`src/hw/rtl/framed_sensor_message_parser_defines.svh`:
```
// ---------------------------------------------------------------------------
// Assertion macros for the framed sensor message parser.
// Define NO_ASSERTIONS to compile the checks out.
// ---------------------------------------------------------------------------
`ifndef FRAMED_SENSOR_MESSAGE_PARSER_DEFINES_SVH
`define FRAMED_SENSOR_MESSAGE_PARSER_DEFINES_SVH

`ifndef NO_ASSERTIONS
// Checked on every clock edge while the block is out of reset.
`define FSMP_ASSERT(lbl, prop) \
  lbl: assert property (@(posedge clk_i) disable iff (!rst_ni) prop) \
    else $error("fsmp assertion failed");
// Checked on every clock edge, reset included.
`define FSMP_ASSERT_ALWAYS(lbl, prop) \
  lbl: assert property (@(posedge clk_i) prop) \
    else $error("fsmp assertion failed");
`else
`define FSMP_ASSERT(lbl, prop)
`define FSMP_ASSERT_ALWAYS(lbl, prop)
`endif

`endif

```
`src/hw/rtl/fsmp_pkg.sv`:
```
// ---------------------------------------------------------------------------
// fsmp_pkg
// Types and constants shared by the framed sensor message parser modules.
// ---------------------------------------------------------------------------
package fsmp_pkg;

  localparam int unsigned CFG_IDX_W  = 4;
  localparam int unsigned CFG_DATA_W = 17;
  localparam int unsigned TDATA_W    = 64;

  // Configuration register indexes.
  localparam logic [CFG_IDX_W-1:0] REG_START_BYTE = 4'd0;
  localparam logic [CFG_IDX_W-1:0] REG_END_BYTE   = 4'd1;
  localparam logic [CFG_IDX_W-1:0] REG_END_RUN    = 4'd2;
  localparam logic [CFG_IDX_W-1:0] REG_SLOT_BASE  = 4'd3;

  localparam logic [7:0] START_BYTE_RST = 8'd170;
  localparam logic [7:0] END_BYTE_RST   = 8'd85;
  localparam logic [3:0] END_RUN_RST    = 4'd2;

  // Fields of a sensor slot register.
  localparam int unsigned SLOT_EN_BIT = 16;

  typedef logic [CFG_DATA_W-1:0] slot_t;

  typedef struct packed {
    logic [7:0] start_byte;
    logic [7:0] end_byte;
    logic [3:0] end_need;   // run length, zero already mapped to one
  } fsmp_cfg_t;

  typedef enum logic [2:0] {
    ST_BUSY    = 3'd0,
    ST_DATA    = 3'd1,
    ST_COMMIT  = 3'd2,
    ST_SUM_BAD = 3'd3,
    ST_HDR_BAD = 3'd4,
    ST_IGNORED = 3'd5
  } status_e;

  typedef enum logic [4:0] {
    PH_HUNT     = 5'b00001,
    PH_HEADER   = 5'b00010,
    PH_DATA     = 5'b00100,
    PH_END_OK   = 5'b01000,
    PH_END_FAIL = 5'b10000
  } phase_e;

  typedef enum logic [1:0] {
    HDR_ID  = 2'd0,
    HDR_LEN = 2'd1,
    HDR_SUM = 2'd2
  } hdr_pos_e;

endpackage

```
`src/hw/rtl/framed_sensor_message_parser.sv`:
```
// ---------------------------------------------------------------------------
// framed_sensor_message_parser
// Parses start-byte framed sensor messages from a received byte stream.
// ---------------------------------------------------------------------------
// Usage: each byte on the slave stream produces exactly one result on the
// master stream. The result carries the status code in m_axis_tuser and the
// payload byte, its index, the matched slot, the frame length and the two
// saturating frame counters in m_axis_tdata.
// Configuration is written through the cfg channel (index 0 start byte,
// 1 end byte, 2 end-run length, 3 and up the sensor slots); the user must
// write it only while the stream is idle, which the block does not enforce.
// cfg_ready_o is always high. Each accepted byte's result is registered.
// Throughput is one byte per cycle while results are taken, set by the single
// parser state update between the input and the result register.
// When the receiver stalls, the result holds and the slave side accepts one
// more byte only once the held result is taken in the same cycle.
// Reset returns the parser to hunting for a start byte, clears both frame
// counters and loads the configuration defaults (start 170, end 85, run 2,
// all slots disabled).
// ---------------------------------------------------------------------------
`include "framed_sensor_message_parser_defines.svh"

module framed_sensor_message_parser #(
  parameter int unsigned SLOT_COUNT  = 4,
  parameter int unsigned MAX_PAYLOAD = 254
) (
  input  logic                             clk_i,
  input  logic                             rst_ni,
  // Received byte stream. tdata: rx_byte[7:0].
  input  logic                             s_axis_tvalid,
  output logic                             s_axis_tready,
  input  logic [7:0]                       s_axis_tdata,
  // Result stream. tuser: status[2:0].
  // tdata: data_byte[7:0], byte_index[15:8], slot_index[17:16],
  //        frame_length[25:18], good_frames[41:26], bad_frames[57:42], zeros.
  output logic                             m_axis_tvalid,
  input  logic                             m_axis_tready,
  output logic [fsmp_pkg::TDATA_W-1:0]     m_axis_tdata,
  output logic [2:0]                       m_axis_tuser,
  // Configuration write channel.
  input  logic                             cfg_valid_i,
  output logic                             cfg_ready_o,
  input  logic [fsmp_pkg::CFG_IDX_W-1:0]   cfg_index_i,
  input  logic [fsmp_pkg::CFG_DATA_W-1:0]  cfg_data_i
);
  import fsmp_pkg::*;

  localparam int unsigned SlotW  = (SLOT_COUNT > 1) ? $clog2(SLOT_COUNT) : 1;
  localparam logic [7:0]  MaxLen = 8'(MAX_PAYLOAD);

  fsmp_cfg_t              cfg;
  slot_t [SLOT_COUNT-1:0] slots;

  assign cfg_ready_o = 1'b1;

  fsmp_cfg_regs #(
    .SLOT_COUNT (SLOT_COUNT)
  ) u_cfg (
    .clk_i      (clk_i),
    .rst_ni     (rst_ni),
    .wr_en_i    (cfg_valid_i),
    .wr_index_i (cfg_index_i),
    .wr_data_i  (cfg_data_i),
    .cfg_o      (cfg),
    .slots_o    (slots)
  );

  // Parser state.
  phase_e             phase_q, phase_d;
  hdr_pos_e           hpos_q, hpos_d;
  logic [7:0]         frame_id_q, frame_id_d;
  logic [7:0]         frame_len_q, frame_len_d;
  logic [7:0]         exp_sum_q, exp_sum_d;
  logic [7:0]         run_sum_q, run_sum_d;
  logic [7:0]         pay_cnt_q, pay_cnt_d;
  logic [3:0]         end_run_q, end_run_d;
  logic [SlotW-1:0]   slot_q, slot_d;
  logic [15:0]        good_q, good_d;
  logic [15:0]        bad_q, bad_d;

  // Result register.
  logic               out_valid_q;
  status_e            out_status_q;
  logic [7:0]         out_data_q;
  logic [7:0]         out_idx_q;
  logic [1:0]         out_slot_q;
  logic [7:0]         out_len_q;
  logic [15:0]        out_good_q;
  logic [15:0]        out_bad_q;

  status_e            status;
  logic [7:0]         dbyte;
  logic [7:0]         didx;
  logic               acc;
  logic [7:0]         rx;

  // Header lookup on the stored id and length.
  logic               hdr_found;
  logic               hdr_ok;
  logic [SlotW-1:0]   hdr_slot;
  logic [SlotW+1:0]   slot_ext;

  logic [3:0]         run_next;
  logic [7:0]         pay_inc;

  assign s_axis_tready = !out_valid_q || m_axis_tready;
  assign acc           = s_axis_tvalid && s_axis_tready;
  assign rx            = s_axis_tdata;

  always_comb begin
    hdr_found = 1'b0;
    hdr_ok    = 1'b0;
    hdr_slot  = '0;
    for (int s = 0; s < SLOT_COUNT; s++) begin
      if (!hdr_found && slots[s][SLOT_EN_BIT] && (slots[s][7:0] == frame_id_q)) begin
        hdr_found = 1'b1;
        hdr_slot  = SlotW'(s);
        hdr_ok    = (slots[s][15:8] == frame_len_q);
      end
    end
    if (frame_len_q > MaxLen) begin
      hdr_ok = 1'b0;
    end
  end

  assign pay_inc = pay_cnt_q + 8'd1;

  always_comb begin
    phase_d     = phase_q;
    hpos_d      = hpos_q;
    frame_id_d  = frame_id_q;
    frame_len_d = frame_len_q;
    exp_sum_d   = exp_sum_q;
    run_sum_d   = run_sum_q;
    pay_cnt_d   = pay_cnt_q;
    end_run_d   = end_run_q;
    slot_d      = slot_q;
    good_d      = good_q;
    bad_d       = bad_q;
    status      = ST_BUSY;
    dbyte       = 8'd0;
    didx        = 8'd0;
    run_next    = 4'd0;

    case (phase_q)
      PH_HUNT: begin
        if (rx == cfg.start_byte) begin
          phase_d = PH_HEADER;
          hpos_d  = HDR_ID;
        end else begin
          status = ST_IGNORED;
        end
      end
      PH_HEADER: begin
        case (hpos_q)
          HDR_ID: begin
            frame_id_d = rx;
            hpos_d     = HDR_LEN;
          end
          HDR_LEN: begin
            frame_len_d = rx;
            hpos_d      = HDR_SUM;
          end
          default: begin
            exp_sum_d = rx;
            hpos_d    = HDR_ID;
            end_run_d = 4'd0;
            pay_cnt_d = 8'd0;
            run_sum_d = frame_len_q;
            if (hdr_ok) begin
              slot_d  = hdr_slot;
              phase_d = (frame_len_q == 8'd0) ? PH_END_OK : PH_DATA;
            end else begin
              slot_d  = '0;
              status  = ST_HDR_BAD;
              phase_d = PH_END_FAIL;
              if (bad_q != 16'hFFFF) begin
                bad_d = bad_q + 16'd1;
              end
            end
          end
        endcase
      end
      PH_DATA: begin
        status    = ST_DATA;
        dbyte     = rx;
        didx      = pay_cnt_q;
        run_sum_d = run_sum_q + rx;
        pay_cnt_d = pay_inc;
        if (pay_inc >= frame_len_q) begin
          phase_d   = PH_END_OK;
          end_run_d = 4'd0;
        end
      end
      PH_END_OK, PH_END_FAIL: begin
        if (rx == cfg.end_byte) begin
          run_next = (end_run_q == 4'hF) ? 4'hF : end_run_q + 4'd1;
        end
        end_run_d = run_next;
        if (run_next == cfg.end_need) begin
          if (phase_q == PH_END_OK) begin
            if (run_sum_q == exp_sum_q) begin
              status = ST_COMMIT;
              if (good_q != 16'hFFFF) begin
                good_d = good_q + 16'd1;
              end
            end else begin
              status = ST_SUM_BAD;
              if (bad_q != 16'hFFFF) begin
                bad_d = bad_q + 16'd1;
              end
            end
          end
          phase_d   = PH_HUNT;
          end_run_d = 4'd0;
          hpos_d    = HDR_ID;
          pay_cnt_d = 8'd0;
        end
      end
      default: begin
        phase_d = PH_HUNT;
      end
    endcase
  end

  assign slot_ext = {2'b00, slot_d};

  always_ff @(posedge clk_i or negedge rst_ni) begin
    if (!rst_ni) begin
      phase_q     <= PH_HUNT;
      hpos_q      <= HDR_ID;
      frame_id_q  <= '0;
      frame_len_q <= '0;
      exp_sum_q   <= '0;
      run_sum_q   <= '0;
      pay_cnt_q   <= '0;
      end_run_q   <= '0;
      slot_q      <= '0;
      good_q      <= '0;
      bad_q       <= '0;
    end else if (acc) begin
      phase_q     <= phase_d;
      hpos_q      <= hpos_d;
      frame_id_q  <= frame_id_d;
      frame_len_q <= frame_len_d;
      exp_sum_q   <= exp_sum_d;
      run_sum_q   <= run_sum_d;
      pay_cnt_q   <= pay_cnt_d;
      end_run_q   <= end_run_d;
      slot_q      <= slot_d;
      good_q      <= good_d;
      bad_q       <= bad_d;
    end
  end

  always_ff @(posedge clk_i or negedge rst_ni) begin
    if (!rst_ni) begin
      out_valid_q <= 1'b0;
    end else if (acc) begin
      out_valid_q <= 1'b1;
    end else if (m_axis_tready) begin
      out_valid_q <= 1'b0;
    end
  end

  always_ff @(posedge clk_i) begin
    if (acc) begin
      out_status_q <= status;
      out_data_q   <= dbyte;
      out_idx_q    <= didx;
      out_slot_q   <= slot_ext[1:0];
      out_len_q    <= frame_len_d;
      out_good_q   <= good_d;
      out_bad_q    <= bad_d;
    end
  end

  assign m_axis_tvalid = out_valid_q;
  assign m_axis_tuser  = out_status_q;
  assign m_axis_tdata  = {6'd0, out_bad_q, out_good_q, out_len_q, out_slot_q,
                          out_idx_q, out_data_q};

  // A payload byte always leaves as a data result in the next cycle.
  `FSMP_ASSERT(a_data_result, (acc && phase_q == PH_DATA) |=> (out_valid_q && out_status_q == ST_DATA))
  // The reject counter only moves on a header or checksum reject.
  `FSMP_ASSERT(a_bad_only_on_reject, (acc && status != ST_HDR_BAD && status != ST_SUM_BAD) |=> $stable(bad_q))
  // The commit counter never decreases.
  `FSMP_ASSERT(a_good_monotonic, 1'b1 |=> (good_q >= $past(good_q)))
  // Input back-pressure only comes from a held result that is not taken.
  `FSMP_ASSERT_ALWAYS(a_ready_cause, !s_axis_tready |-> (out_valid_q && !m_axis_tready))

endmodule

```
`src/hw/rtl/fsmp_cfg_regs.sv`:
```
// ---------------------------------------------------------------------------
// fsmp_cfg_regs
// Configuration register file: framing bytes, end-run length and the
// sensor slot table.
// ---------------------------------------------------------------------------
module fsmp_cfg_regs #(
  parameter int unsigned SLOT_COUNT = 4
) (
  input  logic                                   clk_i,
  input  logic                                   rst_ni,
  input  logic                                   wr_en_i,
  input  logic [fsmp_pkg::CFG_IDX_W-1:0]         wr_index_i,
  input  logic [fsmp_pkg::CFG_DATA_W-1:0]        wr_data_i,
  output fsmp_pkg::fsmp_cfg_t                    cfg_o,
  output fsmp_pkg::slot_t [SLOT_COUNT-1:0]       slots_o
);
  import fsmp_pkg::*;

  logic [7:0]                 start_byte_q;
  logic [7:0]                 end_byte_q;
  logic [3:0]                 end_run_q;
  slot_t [SLOT_COUNT-1:0]     slots_q;

  always_ff @(posedge clk_i or negedge rst_ni) begin
    if (!rst_ni) begin
      start_byte_q <= START_BYTE_RST;
      end_byte_q   <= END_BYTE_RST;
      end_run_q    <= END_RUN_RST;
      slots_q      <= '0;
    end else if (wr_en_i) begin
      if (wr_index_i == REG_START_BYTE) begin
        start_byte_q <= wr_data_i[7:0];
      end
      if (wr_index_i == REG_END_BYTE) begin
        end_byte_q <= wr_data_i[7:0];
      end
      if (wr_index_i == REG_END_RUN) begin
        end_run_q <= wr_data_i[3:0];
      end
      for (int s = 0; s < SLOT_COUNT; s++) begin
        if (wr_index_i == CFG_IDX_W'(int'(REG_SLOT_BASE) + s)) begin
          slots_q[s] <= wr_data_i;
        end
      end
    end
  end

  always_comb begin
    cfg_o.start_byte = start_byte_q;
    cfg_o.end_byte   = end_byte_q;
    cfg_o.end_need   = (end_run_q == 4'd0) ? 4'd1 : end_run_q;
  end

  assign slots_o = slots_q;

endmodule

```
`config.mk`:
```
export PLATFORM = sky130hd
export DESIGN_NAME = framed_sensor_message_parser
export DESIGN_NICKNAME = d
export VERILOG_FILES = /design/src/hw/rtl/fsmp_pkg.sv /design/src/hw/rtl/framed_sensor_message_parser.sv /design/src/hw/rtl/fsmp_cfg_regs.sv
export VERILOG_INCLUDE_DIRS = /design/src /design/src/hw/rtl
export SDC_FILE = /design/constraint.sdc
export NUM_CORES = 1
export LEC_CHECK = 0
export BUFFER_PORTS_ARGS = -buffer_cell sky130_fd_sc_hd__buf_2
export CORE_MARGIN = 2
export CORE_UTILIZATION = 60
export DETAILED_ROUTE_END_ITERATION = 6
export PLACE_DENSITY = 0.88
export SKIP_LAST_GASP = 1
export SYNTH_ARGS = -nofsm -noshare
export SYNTH_HDL_FRONTEND = slang
export SYNTH_HIERARCHICAL = 1
export SYNTH_SLANG_ARGS = --single-unit
```
`constraint.sdc`:
```
create_clock -name clk_i -period 4.86 [get_ports clk_i]
set_clock_uncertainty 0.1 [all_clocks]
set_input_delay 0.243 -clock clk_i [delete_from_list [all_inputs] [get_ports clk_i]]
set_output_delay 0.243 -clock clk_i [all_outputs]
set_load 0.1 [all_outputs]
```
; Yosys cells after proc, flatten, opt, wreduce, memory -nomap -nowiden
; Index checks and enable logic that the tools add are counted.
; W data, S select, Z words.
[totals]
output_inout_bits = 70
regBits = 235
in_bits = 34
[op_classes]
magnitude_cmp = 2
bitwise_logic = 1
reduce_logical = 37
n_eq_ne = 31
addsub = 5
muxes = 61
[ops]
columns = cell, n
row1 = $mux W16, 11
row2 = $eq A8 B8 Y1, 11
row3 = $mux W8, 5
row4 = $add A16 B1 Y16 const B, 2
row5 = $mux W4, 8
row6 = $ne A16 B16 Y1 const B, 2
row7 = $pmux W16 S2, 1
row8 = $mux W5, 5
row9 = $pmux W8 S3, 1
row10 = $pmux W5 S4, 1
row11 = $mux W2, 9
row12 = $pmux W8 S2, 1
row13 = $reduce_and A2 Y1, 7
row14 = $eq A4 B3 Y1 const B, 3
row15 = $mux W1, 12
row16 = $pmux W3 S4, 1
row17 = $pmux W4 S3, 1
row18 = $reduce_and A4 Y1, 3
row19 = $mux W3, 3
row20 = $reduce_and A3 Y1, 3
row21 = $add A8 B1 Y8 const B, 1
row22 = $add A8 B8 Y8, 1
row23 = $eq A4 B2 Y1 const B, 2
row24 = $ge A8 B8 Y1, 1
row25 = other kinds (25), 42

; Logic depth before layout (Yosys ltp)
[depth]
ltp_word = 19
ltp_mapped = 12
mapped_depth_nobuf = 12

; Modules after synthesis
; The synthesis kept the hierarchy.
[modules_own_cells]
columns = module, cells_per_inst, seq_area_each_um2, n_inst, area_per_inst_um2
row1 = framed_sensor_message_parser, 837, 3985.1, 1, 8328.0
row2 = fsmp_cfg_regs, 197, 2213.4, 1, 3385.7

; Worst setup path after synthesis
; OpenSTA, ideal clock, no wires.
[synth_timing]
kind = reg-to-reg
start = register out_valid_q (netlist: m_axis_tvalid)
end = register out_status_q[0] (netlist: m_axis_tuser[0]), enable pin
setup_time_ps = 447
path_slack_ps = -231
arrival_ps = 4544
synth_period_minus_slack_ps = 5091
required_ps = 4313
stages_incl_launch_ff = 7
cell_sequence = dfrtp_1 > nand2b_1 > nand2_1 > inv_1 > clkbuf_1 > clkbuf_1 > clkbuf_1
[synth_between]
elab_chain_cells = 3
[synth_lines]
columns = element, line_no
row1 = "start, declared", framed_sensor_message_parser.sv:82  ; logic out_valid_q;
row2 = "start signal, assigned", framed_sensor_message_parser.sv:258  ; out_valid_q <= 1'b0;
row3 = "start signal, assigned", framed_sensor_message_parser.sv:260  ; out_valid_q <= 1'b1;
row4 = "start signal, assigned", framed_sensor_message_parser.sv:262  ; out_valid_q <= 1'b0;
row5 = $logic_not A1 Y1, framed_sensor_message_parser.sv:106  ; assign s_axis_tready = !out_valid_q || m_axis_tready;
row6 = $logic_or A1 B1 Y1, framed_sensor_message_parser.sv:106
row7 = via s_axis_tready, framed_sensor_message_parser.sv:31  ; output logic s_axis_tready,
row8 = $logic_and A1 B1 Y1, framed_sensor_message_parser.sv:107  ; assign acc = s_axis_tvalid && s_axis_tready;
row9 = via acc, framed_sensor_message_parser.sv:94  ; logic acc;
row10 = "end signal, assigned", framed_sensor_message_parser.sv:268  ; out_status_q <= status;
row11 = "end, declared", framed_sensor_message_parser.sv:83  ; status_e out_status_q;
; The timed path passes the listed nets, and every way through them passes these cells.
; A chain may end at the register's enable or synchronous reset.

; Final worst setup path
[layout_timing]
start = register frame_id_q[1]
end = register out_bad_q[14], data pin
[layout_between]
elab_chain_cells = 19
elab_cells_between_ends = 25
[layout_lines]
columns = element, line_no
row1 = "start, declared", framed_sensor_message_parser.sv:71  ; logic [7:0] frame_id_q, frame_id_d;
row2 = "start signal, assigned", framed_sensor_message_parser.sv:244  ; frame_id_q <= frame_id_d;
row3 = $eq A8 B8 Y1, framed_sensor_message_parser.sv:115  ; if (!hdr_found && slots[s][SLOT_EN_BIT] && (slots[s][7:0] == frame_id_q)) begin
row4 = $logic_and A1 B1 Y1, framed_sensor_message_parser.sv:115
row5 = $mux W1, framed_sensor_message_parser.sv:115
row6 = $logic_not A1 Y1, framed_sensor_message_parser.sv:115
row7 = $logic_and A1 B1 Y1 (2 in series), framed_sensor_message_parser.sv:115
row8 = $mux W1, framed_sensor_message_parser.sv:115
row9 = $logic_not A1 Y1, framed_sensor_message_parser.sv:115
row10 = $logic_and A1 B1 Y1 (2 in series), framed_sensor_message_parser.sv:115
row11 = $mux W1, framed_sensor_message_parser.sv:115
row12 = $logic_not A1 Y1, framed_sensor_message_parser.sv:115
row13 = $logic_and A1 B1 Y1 (2 in series), framed_sensor_message_parser.sv:115
row14 = $mux W1 (*), framed_sensor_message_parser.sv:115
row15 = $mux W1 (*), framed_sensor_message_parser.sv:121  ; if (frame_len_q > MaxLen) begin
row16 = $mux W16 (*), framed_sensor_message_parser.sv:170  ; if (hdr_ok) begin
row17 = $mux W16 (*), framed_sensor_message_parser.sv:155  ; case (hpos_q)
row18 = $pmux W16 S2 (*), framed_sensor_message_parser.sv:145  ; case (phase_q)
row19 = via bad_d[14], framed_sensor_message_parser.sv:79  ; logic [15:0] bad_q, bad_d;
row20 = "end signal, assigned", framed_sensor_message_parser.sv:274  ; out_bad_q <= bad_d;
row21 = "end, declared", framed_sensor_message_parser.sv:89  ; logic [15:0] out_bad_q;
; The timed path passes the listed nets; every way through them passes the cells marked *.

==> results.txt <==
- Post-route non-filler standard cell count: 1419
- Post-synth top flop: dfrtp_1
- Ranked by total cell area, the synthesized netlist is headed by dfrtp_1 (35%), edfxtp_1 (16%), mux2_2 (8.4%), xnor2_1 (7.7%), nand2_1 (3.8%).
* Async S/R FF share, synth: between 70% and 80%
* Routability congestion estimate from global placement: roughly 0.9
- For this block, the routed nets add up to ~25 mm of wire.
* WL/cell: between 15 and 20 um
- Entering global routing, the biggest net connects 104 pins.
* Multi-input combinational cell area: slightly above 5000 sq um
- Clock tree synthesis inserted a total of 24 buffers.
- The cell sitting at the root of the clock tree is a clkbuf_16.
* Clock group share of total power: between 30 and 40%
* Hold Path Stages: 2
- Cell accounting for the most synthesized area: dfrtp_1
- Setup total negative slack on the finished layout was measured at 0 ps.
- For the worst setup path, the data required time is 5020 ps.
- Adder and majority gate portion of the synthesized area: between 2 and 2.5%
- Setup violations remaining at the end of the flow were counted as 0.
* Initial core utilization: between 60% and 70%
* Fraction of synthesized cell area in xor and xnor cells: 10.8%
* Avg Cell Area, Syn: 11.3 sq um
- In this run the static leakage power is 5.71 nW.
- In this run the top signal layer used is met4.
- Number of instances in the placed design: approximately 1300
- DRC: 0
* I/O Buffers: 96
* Final Slew Violations: 0
- I/O pin total: between 100 and 150
- Normalized max-slew margin: ~16%
- The clock drives around 240 sinks.
- By count the netlist is led by dfrtp_1 (164), nand2_1 (118), xnor2_1 (103), mux2_2 (87), nor2_1 (63).
* Netlist area before placement: 11700 sq um
- The run finished with clean final reports.
- Post-layout min period: approximately 3500 ps
- Post-route ant nets: 0
- First-pass GRT wire length: slightly above 40 mm
- The worst setup path is launched from a flip-flop.
- Walking the worst path, the cells encountered are xor2_1 -> nor4_1 -> nand4_1 -> nor3_1 -> a31oi_1 -> a211o_1 -> a21boi_4 -> nor2_1 -> mux2_4.
- Number of global-route vias before repair: slightly above 8000
* Yosys top cell area share: between 30% and 40%
* Growth of design area from synthesis to finish: 14.2%
* Hold/Removal Path Class: in2reg
* Sequential Power Share: between 40% and 50%
- For this run, the top clock speed supported by timing is a little under 300 MHz.
- The die is about 140 um tall.
- Yosys instantiated no cell more often than dfrtp_1.
* Netlist cell types: between 50 and 60
- The routed layout has 8118 vias.
* Cell-internal power: about 4.1 mW
- Final nets: about 1200
* Total congestion overflow after global routing: 0
- The repair_antennas step left the layout with diodes totalling 0.
- The worst-case IR drop observed on VDD is 351 uV.
- Main combinational cell family by area after synthesis: simple AND/OR/NAND/NOR gates
* Compound-gate portion of the synthesized area: around 4.8%
- For this run, the slowest stage of the critical path takes about 650 ps.
- Number of inserted filler cells in the final layout: about 1400
- DR WL met2: 12.8 mm
- Area of all sequential standard cells: approximately 6200 sq um
* Pwr dens: around 450 nW/um^2
- Detail-routed via count per cell: ~5.7
- In the finished design, the share of the clock period the worst path needs comes to 71.2%.
- The initial antenna violation count is 0.
- For this run, the register share of the synthesized area comes to between 50 and 60%.
- The worst setup path is captured at a flip-flop.
- Measured against the total synthesized area, the mux share comes to 11.8%.
- Maximum clock path buffer count: 3
* Crit path max-delay cell type: a21boi_4
- At the pin with the least slew margin, the transition time is around 1300 ps.
- TritonCTS clock tree: yes
- After floorplanning, the core was sized to cover between 15000 and 20000 sq um.
* Max-capacitance violation count: 0
- The synthesized netlist devotes between 10 and 15% of its cell area to simple gates.
- On the final layout, the worst hold slack is slightly above 40 ps.
- The share of total power dissipated in combinational logic is between 20% and 30%.
- Buffers and inverters on the worst path: 0
- The final number of hold-violating endpoints came to 0.
- The number of gates resized after CTS was 0.
* Met1 WL: ~10 mm
- Max FO, Critical Path: 28
* Worst reg2reg path depth: 9
* Proportion of layout cells with a drive suffix above 1: a little over a fifth
- The synthesized design contains about 240 register bits.
- After the first detailed-routing iteration, the DRC count stood at 569.
- Number of warning messages in the yosys log: 6
- Maximum level of the CTS H-tree: 1
* Number of placement rows: between 50 and 60
* Clock insertion delay at the later pin of the skew report: 510 ps
- Die Footprint: 20700 sq um
* Setup CP Type: reg2reg
- Levels on crit path: 9
* Overall fraction of global-route tracks in use: roughly a quarter
* Gate Count Post-Synth: ~1000
* Switching component of the power: about 1.9 mW
- Post-DP HPWL: ~17 mm
- Critical path data arrival time: 3630 ps
- Setup repair after global routing left no endpoint under its margin.
- The first detailed-routing pass took 5 iterations.
- After clock tree synthesis, the clock-pin slew on the worst setup and hold paths is 60 ps.
- CP delay by family, top: compound AO/OA/AOI/OAI gates
- Net switching is 32.1% of the power.
- Count of flip-flops with a built-in enable after synthesis: slightly above 60
* Routed wire length on met3: around 1.5 mm
* Die Wd: around 140 um
per-stage QoR:
step | utilization [%] | setup slack (ps) | power [mW] | cell area [sq um]
after floorplan | - | 731 | 3.77 | 11700
after global placement | 63.7 | 1540 | 4.03 | 12300
after detailed placement | 63.7 | 1430 | 4.10 | 12300
after CTS | 69.2 | 1400 | 5.99 | 13400
after global routing | 69.2 | 1240 | 6.24 | 13400
final | 69.2 | 1400 | 5.96 | 13400
metal layers:
metal | up-vias | global-route usage (%)
li1 | 3768 | -
met2 | 306 | 44.0
met5 | - | 0
met1 | 3977 | 32.5
met3 | 67 | 3.80
met4 | 0 | 8.31
registers in the layout (all words and copies together) (netlist names), 8 cells and up:
signal / count
pay_cnt_q: 8
out_bad_q: 16
run_sum_q: 8
out_data_q: 8
good_q: 16
out_len_q: 8
exp_sum_q: 8
out_good_q: 16
frame_id_q: 8
u_cfg/start_byte_q: 8
u_cfg/end_byte_q: 8
u_cfg/slots_o: 68
frame_len_q: 8
bad_q: 16
out_idx_q: 8
cell type report:
type | count | share of cell area, %
Clock buffer | 30 | 4.97
Clock inverter | 14 | 1.05
Inverter | 17 | 0.486
Multi-Input combinational cell | 729 | 38.7
Sequential cell | 235 | 46.3
Tap cell | 265 | 2.48
Timing Repair Buffer | 129 | 5.98
cells by family after synthesis:
family / count (synthesis)
and+or+nand+nor: 341
DFF: 235
xor gates and xnor gates: 144
muxes: 121
AOI/OAI and AO/OA: 96
buffers and inverters: 75
adders and majority gates: 20
other: 2
power groups by stage:
stage                     Combinational (mW)  Clock, mW  Sequential (mW)
after floorplan                        0.977          0             2.79
after global placement                  1.35          0             2.68
after detailed placement                1.39          0             2.71
after CTS                               1.43       1.89             2.67
after global routing                    1.55       1.98             2.72
final                                   1.43       1.86             2.68
final timing paths:
kind,from,slack (ps),endpoint
hold / removal,cfg_data_i[0],40,u_cfg/start_byte_q[0]
hold reg to reg,slot_q[1],400,slot_q[1]
min in group asynchronous,rst_ni,280,good_q[7]
max in group asynchronous,rst_ni,3100,good_q[2]
setup / recovery,frame_id_q[1],1400,out_bad_q[14]
setup reg to reg,frame_id_q[1],1400,out_bad_q[14]
cells in the final DEF (no fill, tap or decap), types with 28 or more instances in the layout:
cell      count
a21oi_1      28
buf_2        95
dfrtp_1     164
edfxtp_1     61
mux2_1       30
mux2_2       87
nand2_1     118
nand4_1      30
nor2_1       63
o21ai_0      44
xnor2_1     103
xor2_1       41
timing repair:
action                    CTS  global route
hold endpoints to repair  184             0
buffers inserted            0             0
hold buffers               26             0
(Power assumes the default switching activity.)
